`config.mk`:
```
export PLATFORM = sky130hd
export DESIGN_NAME = job_id_table_top
export DESIGN_NICKNAME = d
export VERILOG_FILES = /design/src/rtl/jit_pkg.sv /design/src/rtl/jit_dpath.sv /design/src/rtl/jit_ctrl.sv /design/src/rtl/job_id_table_top.sv
export SDC_FILE = /design/constraint.sdc
export NUM_CORES = 1
export LEC_CHECK = 0
export BUFFER_PORTS_ARGS = -buffer_cell sky130_fd_sc_hd__buf_2
export CAP_MARGIN = 25
export CELL_PAD_IN_SITES_DETAIL_PLACEMENT = 1
export CELL_PAD_IN_SITES_GLOBAL_PLACEMENT = 1
export CORE_MARGIN = 2
export CORE_UTILIZATION = 59
export CTS_CLUSTER_SIZE = 24
export DETAILED_ROUTE_END_ITERATION = 7
export GPL_ROUTABILITY_DRIVEN = 1
export PLACE_DENSITY = 0.92
export SYNTH_ARGS = -nofsm -noshare
export SYNTH_HDL_FRONTEND = slang
export SYNTH_SLANG_ARGS = --single-unit
```
`constraint.sdc`:
```
create_clock -name clk_i -period 8.05 [get_ports clk_i]
set_input_delay 2.415 -clock clk_i [delete_from_list [all_inputs] [get_ports clk_i]]
set_output_delay 2.415 -clock clk_i [all_outputs]
set_load 0.02 [all_outputs]
```
`src/rtl/jit_pkg.sv`:
```
`timescale 1ns / 1ps

package jit_pkg;

  // fixed field widths
  localparam int unsigned FuncW      = 3;
  localparam int unsigned JidW       = 5;
  localparam int unsigned StateW     = 2;

  // defaults for the top-level parameters
  localparam int unsigned DefDepth   = 16;
  localparam int unsigned DefPidBits = 22;

  // most results one list operation gives
  localparam int unsigned MaxResults = 16;

  // run state codes
  localparam logic [StateW-1:0] StForeground = 2'd1;
  localparam logic [StateW-1:0] StStopped    = 2'd3;

  // operation codes
  typedef enum logic [FuncW-1:0] {
    FnAdd     = 3'd0,
    FnDelete  = 3'd1,
    FnSuspend = 3'd2,
    FnFindPid = 3'd3,
    FnFindJid = 3'd4,
    FnFg      = 3'd5,
    FnClear   = 3'd6,
    FnList    = 3'd7
  } func_e;

  // which result the output register loads
  typedef enum logic [1:0] {
    EmitNone  = 2'd0,
    EmitMid   = 2'd1,
    EmitFinal = 2'd2
  } emit_e;

  // controller to datapath
  typedef struct packed {
    logic  load;       // capture the input item
    logic  scan_rst;   // restart the table scan
    logic  step;       // issue the next table read
    logic  take;       // act on the entry just read
    logic  set_nj;     // next job id from the rescan maximum
    logic  clear_tab;  // free every entry
    emit_e emit;
  } jit_cmd_t;

  // datapath to controller
  typedef struct packed {
    logic is_clear;
    logic is_list;
    logic is_del;
    logic key_bad;
    logic hit;
    logic scan_done;
    logic cnt_last;
    logic hold_v;
    logic out_free;
  } jit_sts_t;

endpackage

```
`src/rtl/jit_dpath.sv`:
```
`timescale 1ns / 1ps

module jit_dpath #(
  parameter int unsigned DEPTH    = jit_pkg::DefDepth,
  parameter int unsigned PID_BITS = jit_pkg::DefPidBits
) (
  input  logic                        clk_i,
  input  logic                        rst_ni,
  input  jit_pkg::jit_cmd_t           cmd_i,
  output jit_pkg::jit_sts_t           sts_o,
  input  logic [jit_pkg::FuncW-1:0]   func_i,
  input  logic [PID_BITS-1:0]         pid_i,
  input  logic [jit_pkg::JidW-1:0]    jid_i,
  input  logic [jit_pkg::StateW-1:0]  run_state_i,
  input  logic                        out_ready_i,
  output logic                        out_valid_o,
  output logic                        ok_o,
  output logic [PID_BITS-1:0]         pid_out_o,
  output logic [jit_pkg::JidW-1:0]    jid_out_o,
  output logic [jit_pkg::StateW-1:0]  state_out_o,
  output logic                        last_o
);

  import jit_pkg::*;

  localparam int unsigned AddrW = (DEPTH > 1) ? $clog2(DEPTH) : 1;
  localparam int unsigned CntW  = AddrW + 1;
  localparam int unsigned NjMax = (DEPTH > 32) ? DEPTH : 32;
  localparam int unsigned NjW   = $clog2(NjMax + 2);
  localparam int unsigned ResW  = $clog2(MaxResults + 1);

  // captured item
  func_e              func_q;
  logic [PID_BITS-1:0] key_pid_q;
  logic [JidW-1:0]    key_jid_q;
  logic [StateW-1:0]  rs_q;

  // table storage, occupancy in flops
  logic [PID_BITS-1:0] mem_pid [DEPTH];
  logic [JidW-1:0]     mem_jid [DEPTH];
  logic [StateW-1:0]   mem_st  [DEPTH];
  logic [DEPTH-1:0]    valid_q;

  // scan read stage
  logic [CntW-1:0]     idx_q;
  logic [AddrW-1:0]    idx_addr;
  logic                issue;
  logic [PID_BITS-1:0] rd_pid_q;
  logic [JidW-1:0]     rd_jid_q;
  logic [StateW-1:0]   rd_st_q;
  logic [AddrW-1:0]    rd_idx_q;
  logic                rd_vld_q;
  logic                rd_live_q;

  // held result, rescan maximum, next job id
  logic [PID_BITS-1:0] hold_pid_q;
  logic [JidW-1:0]     hold_jid_q;
  logic [StateW-1:0]   hold_st_q;
  logic                hold_v_q;
  logic [ResW-1:0]     res_cnt_q;
  logic [JidW-1:0]     mx_q;
  logic [NjW-1:0]      nj_q;
  logic [NjW-1:0]      nj_wrap;

  // output register
  logic                out_valid_q;
  logic                ok_q;
  logic [PID_BITS-1:0] opid_q;
  logic [JidW-1:0]     ojid_q;
  logic [StateW-1:0]   ost_q;
  logic                last_q;

  // entry written by add or suspend
  logic                we;
  logic [PID_BITS-1:0] wr_pid;
  logic [JidW-1:0]     wr_jid;
  logic [StateW-1:0]   wr_st;
  logic                hit;
  logic                key_bad;

  assign idx_addr = idx_q[AddrW-1:0];
  assign issue    = cmd_i.step && (idx_q != CntW'(DEPTH));
  assign nj_wrap  = (nj_q >= NjW'(DEPTH)) ? NjW'(1) : nj_q + NjW'(1);

  // new entry contents
  always_comb begin
    we = cmd_i.take && ((func_q == FnAdd) || (func_q == FnSuspend));
    if (func_q == FnAdd) begin
      wr_pid = key_pid_q;
      wr_jid = nj_q[JidW-1:0];
      wr_st  = rs_q;
    end else begin
      wr_pid = rd_pid_q;
      wr_jid = rd_jid_q;
      wr_st  = StStopped;
    end
  end

  // match on the entry just read
  always_comb begin
    unique case (func_q)
      FnAdd:                          hit = !rd_vld_q;
      FnDelete, FnSuspend, FnFindPid: hit = rd_vld_q && (rd_pid_q == key_pid_q);
      FnFindJid:                      hit = rd_vld_q && (rd_jid_q == key_jid_q);
      FnFg:                           hit = rd_vld_q && (rd_st_q == StForeground);
      FnList:                         hit = rd_vld_q;
      default:                        hit = 1'b0;
    endcase
  end

  // zero keys are refused
  always_comb begin
    unique case (func_q)
      FnAdd, FnDelete, FnSuspend, FnFindPid: key_bad = (key_pid_q == '0);
      FnFindJid:                             key_bad = (key_jid_q == '0);
      default:                               key_bad = 1'b0;
    endcase
  end

  // table write and registered read
  always_ff @(posedge clk_i) begin
    if (we) begin
      mem_pid[rd_idx_q] <= wr_pid;
      mem_jid[rd_idx_q] <= wr_jid;
      mem_st[rd_idx_q]  <= wr_st;
    end
    if (issue) begin
      rd_pid_q <= mem_pid[idx_addr];
      rd_jid_q <= mem_jid[idx_addr];
      rd_st_q  <= mem_st[idx_addr];
      rd_idx_q <= idx_addr;
      rd_vld_q <= valid_q[idx_addr];
    end
  end

  // control state
  always_ff @(posedge clk_i or negedge rst_ni) begin
    if (!rst_ni) begin
      idx_q       <= '0;
      rd_live_q   <= 1'b0;
      valid_q     <= '0;
      hold_v_q    <= 1'b0;
      res_cnt_q   <= '0;
      nj_q        <= NjW'(1);
      out_valid_q <= 1'b0;
    end else begin
      if (cmd_i.scan_rst) begin
        idx_q     <= '0;
        rd_live_q <= 1'b0;
      end else if (cmd_i.step) begin
        rd_live_q <= issue;
        if (issue) begin
          idx_q <= idx_q + CntW'(1);
        end
      end
      if (cmd_i.clear_tab) begin
        valid_q <= '0;
      end else if (cmd_i.take && (func_q == FnAdd)) begin
        valid_q[rd_idx_q] <= 1'b1;
      end else if (cmd_i.take && (func_q == FnDelete)) begin
        valid_q[rd_idx_q] <= 1'b0;
      end
      if (cmd_i.load) begin
        hold_v_q  <= 1'b0;
        res_cnt_q <= '0;
      end else if (cmd_i.take) begin
        hold_v_q  <= 1'b1;
        res_cnt_q <= res_cnt_q + ResW'(1);
      end
      if (cmd_i.take && (func_q == FnAdd)) begin
        nj_q <= nj_wrap;
      end else if (cmd_i.set_nj) begin
        nj_q <= NjW'(mx_q) + NjW'(1);
      end
      if (cmd_i.emit != EmitNone) begin
        out_valid_q <= 1'b1;
      end else if (out_ready_i) begin
        out_valid_q <= 1'b0;
      end
    end
  end

  // payload registers
  always_ff @(posedge clk_i) begin
    if (cmd_i.load) begin
      func_q    <= func_e'(func_i);
      key_pid_q <= pid_i;
      key_jid_q <= jid_i;
      rs_q      <= run_state_i;
    end
    if (cmd_i.scan_rst) begin
      mx_q <= '0;
    end else if (cmd_i.step && rd_live_q && rd_vld_q && (rd_jid_q > mx_q)) begin
      mx_q <= rd_jid_q;
    end
    if (cmd_i.take) begin
      if (we) begin
        hold_pid_q <= wr_pid;
        hold_jid_q <= wr_jid;
        hold_st_q  <= wr_st;
      end else begin
        hold_pid_q <= rd_pid_q;
        hold_jid_q <= rd_jid_q;
        hold_st_q  <= rd_st_q;
      end
    end
    unique case (cmd_i.emit)
      EmitMid: begin
        ok_q   <= 1'b1;
        opid_q <= hold_pid_q;
        ojid_q <= hold_jid_q;
        ost_q  <= hold_st_q;
        last_q <= 1'b0;
      end
      EmitFinal: begin
        last_q <= 1'b1;
        if (func_q == FnClear) begin
          ok_q   <= 1'b1;
          opid_q <= '0;
          ojid_q <= '0;
          ost_q  <= '0;
        end else if (hold_v_q) begin
          ok_q   <= 1'b1;
          opid_q <= hold_pid_q;
          ojid_q <= hold_jid_q;
          ost_q  <= hold_st_q;
        end else begin
          ok_q   <= 1'b0;
          opid_q <= '0;
          ojid_q <= '0;
          ost_q  <= '0;
        end
      end
      default: begin
      end
    endcase
  end

  // status to the controller
  assign sts_o.is_clear  = (func_q == FnClear);
  assign sts_o.is_list   = (func_q == FnList);
  assign sts_o.is_del    = (func_q == FnDelete);
  assign sts_o.key_bad   = key_bad;
  assign sts_o.hit       = rd_live_q && hit;
  assign sts_o.scan_done = (idx_q == CntW'(DEPTH)) && !rd_live_q;
  assign sts_o.cnt_last  = (res_cnt_q == ResW'(MaxResults - 1));
  assign sts_o.hold_v    = hold_v_q;
  assign sts_o.out_free  = !out_valid_q || out_ready_i;

  assign out_valid_o = out_valid_q;
  assign ok_o        = ok_q;
  assign pid_out_o   = opid_q;
  assign jid_out_o   = ojid_q;
  assign state_out_o = ost_q;
  assign last_o      = last_q;

endmodule

```
`src/rtl/jit_ctrl.sv`:
```
`timescale 1ns / 1ps

module jit_ctrl (
  input  logic              clk_i,
  input  logic              rst_ni,
  input  logic              in_valid_i,
  output logic              in_ready_o,
  input  jit_pkg::jit_sts_t sts_i,
  output jit_pkg::jit_cmd_t cmd_o
);

  import jit_pkg::*;

  typedef enum logic [2:0] {
    StIdle,
    StCheck,
    StScan,
    StRemax,
    StEmit
  } state_e;

  state_e state_q;
  state_e state_d;

  // sequencing of one item
  always_comb begin
    cmd_o      = '0;
    state_d    = state_q;
    in_ready_o = (state_q == StIdle);
    unique case (state_q)
      StIdle: begin
        if (in_valid_i) begin
          cmd_o.load     = 1'b1;
          cmd_o.scan_rst = 1'b1;
          state_d        = StCheck;
        end
      end
      StCheck: begin
        if (sts_i.is_clear) begin
          cmd_o.clear_tab = 1'b1;
          state_d         = StEmit;
        end else if (sts_i.key_bad) begin
          state_d = StEmit;
        end else begin
          state_d = StScan;
        end
      end
      StScan: begin
        if (sts_i.hit) begin
          if (sts_i.is_list) begin
            // a held entry goes out only once the next one is known
            if (!sts_i.hold_v || sts_i.out_free) begin
              cmd_o.take = 1'b1;
              cmd_o.step = 1'b1;
              if (sts_i.hold_v) begin
                cmd_o.emit = EmitMid;
              end
              if (sts_i.cnt_last) begin
                state_d = StEmit;
              end
            end
          end else begin
            cmd_o.take = 1'b1;
            if (sts_i.is_del) begin
              cmd_o.scan_rst = 1'b1;
              state_d        = StRemax;
            end else begin
              state_d = StEmit;
            end
          end
        end else if (sts_i.scan_done) begin
          state_d = StEmit;
        end else begin
          cmd_o.step = 1'b1;
        end
      end
      StRemax: begin
        if (sts_i.scan_done) begin
          cmd_o.set_nj = 1'b1;
          state_d      = StEmit;
        end else begin
          cmd_o.step = 1'b1;
        end
      end
      StEmit: begin
        if (sts_i.out_free) begin
          cmd_o.emit = EmitFinal;
          state_d    = StIdle;
        end
      end
      default: begin
        state_d = StIdle;
      end
    endcase
  end

  // state register
  always_ff @(posedge clk_i or negedge rst_ni) begin
    if (!rst_ni) begin
      state_q <= StIdle;
    end else begin
      state_q <= state_d;
    end
  end

endmodule

```
`src/rtl/job_id_table_top.sv`:
```
`timescale 1ns / 1ps
// Job table of DEPTH entries, each a process id, a job id and a run state.
// Input channel (in_valid_i / in_ready_o) takes one operation item: func_i,
// pid_i, jid_i and run_state_i. Output channel (out_valid_o / out_ready_i)
// returns result items: ok_o, pid_out_o, jid_out_o, state_out_o, last_o.
// Every operation gives one result item except list, which gives one per
// occupied entry (at most 16, or one failed item if none); last_o marks
// the final item of an operation. One operation is worked at a time. The
// table is a one-port memory scanned one entry per cycle through a
// registered read, unless list waits on a stalled receiver. Delete makes a
// second pass for the largest remaining job id; clear and a refused zero
// key skip the scan.
// The result sits in an output register; the next item is accepted while it
// waits. A stalled receiver holds the scan only where a new result item must
// be written; list keeps one found entry aside so it can mark the last one.
// Reset (rst_ni low, asynchronous) frees every entry through per-entry
// occupancy flops and sets the next job id to 1; no clearing pass is needed.
module job_id_table_top #(
  parameter int unsigned DEPTH    = jit_pkg::DefDepth,
  parameter int unsigned PID_BITS = jit_pkg::DefPidBits
) (
  input  logic                        clk_i,
  input  logic                        rst_ni,
  input  logic                        in_valid_i,
  output logic                        in_ready_o,
  input  logic [jit_pkg::FuncW-1:0]   func_i,
  input  logic [PID_BITS-1:0]         pid_i,
  input  logic [jit_pkg::JidW-1:0]    jid_i,
  input  logic [jit_pkg::StateW-1:0]  run_state_i,
  output logic                        out_valid_o,
  input  logic                        out_ready_i,
  output logic                        ok_o,
  output logic [PID_BITS-1:0]         pid_out_o,
  output logic [jit_pkg::JidW-1:0]    jid_out_o,
  output logic [jit_pkg::StateW-1:0]  state_out_o,
  output logic                        last_o
);

  import jit_pkg::*;

  jit_cmd_t cmd;
  jit_sts_t sts;

  // sequencer
  jit_ctrl u_ctrl (
    .clk_i      (clk_i),
    .rst_ni     (rst_ni),
    .in_valid_i (in_valid_i),
    .in_ready_o (in_ready_o),
    .sts_i      (sts),
    .cmd_o      (cmd)
  );

  // table, scan stage and output register
  jit_dpath #(
    .DEPTH    (DEPTH),
    .PID_BITS (PID_BITS)
  ) u_dpath (
    .clk_i       (clk_i),
    .rst_ni      (rst_ni),
    .cmd_i       (cmd),
    .sts_o       (sts),
    .func_i      (func_i),
    .pid_i       (pid_i),
    .jid_i       (jid_i),
    .run_state_i (run_state_i),
    .out_ready_i (out_ready_i),
    .out_valid_o (out_valid_o),
    .ok_o        (ok_o),
    .pid_out_o   (pid_out_o),
    .jid_out_o   (jid_out_o),
    .state_out_o (state_out_o),
    .last_o      (last_o)
  );

  // an accepted item keeps the block busy for the next cycle
  a_busy_after_accept: assert property (@(posedge clk_i) disable iff (!rst_ni)
    in_valid_i && in_ready_o |=> !in_ready_o)
    else $error("input accepted again right after an item");

  // a result is never written over one still waiting
  a_emit_when_free: assert property (@(posedge clk_i) disable iff (!rst_ni)
    cmd.emit != EmitNone |-> sts.out_free)
    else $error("result item overwritten before it was taken");

  // an entry is only taken (written, freed or held) on a match
  a_take_on_hit: assert property (@(posedge clk_i) disable iff (!rst_ni)
    cmd.take |-> sts.hit)
    else $error("entry taken without a match");

  // clear only for the clear operation
  a_clear_op: assert property (@(posedge clk_i) disable iff (!rst_ni)
    cmd.clear_tab |-> sts.is_clear)
    else $error("table cleared by another operation");

endmodule
```
==> results.ini <==
[placed_design]
portBuffers=68
place.gp.congestion=0.855
place_hpwl_um=37400
pre_cts_slack_ps=3620

[logic_synthesis]
async_reset_ff_frac=0.0600
postSynthAreaPerCell_um2=20.5
synth_area_um2=25200
syn-num-nets=1280
ys_ff_latch=633
syn_inst=1231
synth_cell_types=55
synth-edff-count=590
yosys_warnings=0
synth_seq_area_share=0.745
synthFlopType=edfxtp_1

[sta]
fmax_ghz=0.239
fin_setup_tns_ps=0
rsz0062_at_grt=false
hold_viol=0
slew_headroom=0.280
finalSetupViolations=0
finClkSkew_ps=33.0
worst-slew-pin-transition_ps=1070
fin_hold_ws_ps=520
maxSlewViolCount=0
fin_crit_ps=4190
post-route-period-util=0.520
layout_setup_ws_ps=3860

[worst_setup_path]
worstPathRequired_ps=5640
path_max_fanout=11
r2r_slack_ps=4240
critPathCaptureType=output port
start_kind=flip-flop
critPathKind=flip-flop to output port
crit_arrival_ps=1770

[clock_network]
clk_latency_ps=650
htree_levels=2
cts_tree=yes
numCtsBuffers=61
cts_resized=0
hold_buffers=0
clk_pin_slew_worst_paths_ps=60
cts_sinks=633
clk_path_buf_depth=3
cts_setup_buffers=0
cts_root_buffer=clkbuf_16

[floorplanning]
die_y_um=211
start_util=0.600
num_rows=75
dieWidth_um=211
boundaryPins=69
die_area_um2=44400
core_um2=42000

[final_layout]
nFillCells=3332
drive_gt1_frac=0.319
syn_to_final_growth_pct=13.0
final_util=0.677
layout_commonest_cell=edfxtp_1
final_cell_mix=590 x edfxtp_1, 150 x mux4_2, 68 x buf_2
fin_nets=1385

[grt]
grt_max_degree=76
grt_first_pass_wirelength_um=99100
grt_use_total=0.316
overflow=0
antenna_found_initial=1
grt_pass1_vias=14400
use_met2=0.503
grt_util_met1=0.426
grt.busiest_layer=met2
grt_use_met3=0.0659

[route]
route.detailed.drc=0
vias=13700
drtPass1Iterations=5
wl_um=69500
drt_first_iter_violations=1942
viasPerCell=7.12
drt-wirelength-per-cell_um=36.1
ant_nets=0

[hold_path]
hp-class=flip-flop to flip-flop

[power_and_ir_drop]
leakagePower_nw=9.36
power_density_nw_per_um2=364
ir_drop_mv=0.224

[status]
status=finished clean

[flow_run]
cap_violations=0

-- kinds of logic after synthesis --
group,after synthesis,synth area share
XOR/XNOR,30,0.0104
AO/OA/AOI/OAI,73,0.0214
adder cells (fa/ha/maj),13,0.00645
AND/OR/NAND/NOR,198,0.0416
flip-flops,633,0.745
multiplexers,213,0.163
buffers and inverters,71,0.0123
-- synthesized netlist by cell type, types with 2 or more instances --
cell type | count | area (um2)
a211oi_1 | 10 | 75.1
a211oi_2 | 9 | 113
a21oi_1 | 21 | 105
a31o_2 | 4 | 35.0
a32oi_1 | 3 | 26.3
and3_1 | 15 | 93.8
buf_1 | 11 | 41.3
buf_2 | 5 | 25.0
buf_4 | 4 | 30.0
buf_6 | 3 | 33.8
clkbuf_1 | 33 | 124
dfrtp_1 | 37 | 926
dfxtp_1 | 5 | 100
edfxtp_1 | 590 | 17700
ha_1 | 13 | 163
inv_1 | 15 | 56.3
mux2_2 | 45 | 507
mux2_4 | 9 | 135
mux2i_1 | 9 | 90.1
mux4_2 | 150 | 3380
nand2_1 | 38 | 143
nand2b_1 | 9 | 56.3
nand3_1 | 11 | 55.1
nand4_1 | 8 | 50.1
nor2_1 | 32 | 120
nor2b_1 | 35 | 219
nor3_1 | 27 | 135
nor4_1 | 12 | 75.1
o211ai_1 | 3 | 22.5
o21a_1 | 2 | 15.0
o21ai_0 | 7 | 35.0
o21bai_1 | 2 | 15.0
o311a_1 | 3 | 30.0
or3b_2 | 2 | 17.5
xnor2_1 | 11 | 96.3
xor2_1 | 19 | 166
-- worst max-delay path, stage by stage (launching register included) --
cell,delay (ps)
dfrtp_1,540
nor3_1,360
buf_2,230
-- power by group --
group | internal, mW | total [mW] | switching (mW) | leakage (nW)
sequential | 4.34 | 4.71 | 0.372 | 5.91
clock | 1.70 | 2.99 | 1.29 | 0.999
combinational | 1.11 | 2.68 | 1.57 | 2.45
-- area by class of cell --
class	count	area, um2	area share
Tap cell	539	674	0.0237
Antenna cell	1	2.50	0.0000879
Clock inverter	40	444	0.0156
Timing Repair Buffer	98	688	0.0242
Multi-Input combinational cell	527	6210	0.218
Inverter	15	56.3	0.00198
Clock buffer	73	1620	0.0569
Sequential cell	633	18800	0.659
-- layer usage --
metal	wire [um]	share of wire
met3	7070	0.10
met5	11	0.00016
met4	3450	0.050
met2	33500	0.48
met1	25500	0.37
-- stage by stage --
stage	area (um2)	instances	power [mW]
after floorplan	25200	1231	6.40
after global placement	26200	1804	7.04
after detailed placement	26300	1808	7.27
after CTS	28400	1921	10.3
after global routing	28500	1926	10.6
final	28500	1926	10.4
-- final timing paths --
check                           depth (start not counted)                 start                    to
worst max-delay path                                    2     u_ctrl.state_q[0]            in_ready_o
worst min-delay path                                    1  u_dpath.res_cnt_q[2]  u_dpath.res_cnt_q[2]
worst max register to register                          7  u_dpath.rd_pid_q[18]  u_dpath.pid_out_o[6]
worst min register to register                          1  u_dpath.res_cnt_q[2]  u_dpath.res_cnt_q[2]
max in group asynchronous                               1                rst_ni      u_dpath.idx_q[0]
min in group asynchronous                               1                rst_ni    u_dpath.valid_q[8]
-- flip-flops by register name (all words and copies together) (netlist names), 3 cells and up --
signal / flops
u_ctrl.state_q: 3
u_dpath.func_q: 3
u_dpath.hold_jid_q: 5
u_dpath.hold_pid_q: 22
u_dpath.idx_q: 5
u_dpath.jid_out_o: 5
u_dpath.key_jid_q: 5
u_dpath.key_pid_q: 22
u_dpath.mem_jid: 80
u_dpath.mem_pid: 352
u_dpath.mem_st: 32
u_dpath.mx_q: 5
u_dpath.nj_q: 6
u_dpath.pid_out_o: 22
u_dpath.rd_idx_q: 4
u_dpath.rd_jid_q: 5
u_dpath.rd_pid_q: 22
u_dpath.res_cnt_q: 5
u_dpath.valid_q: 16
Note: power is estimated with default switching activity, not from simulation.
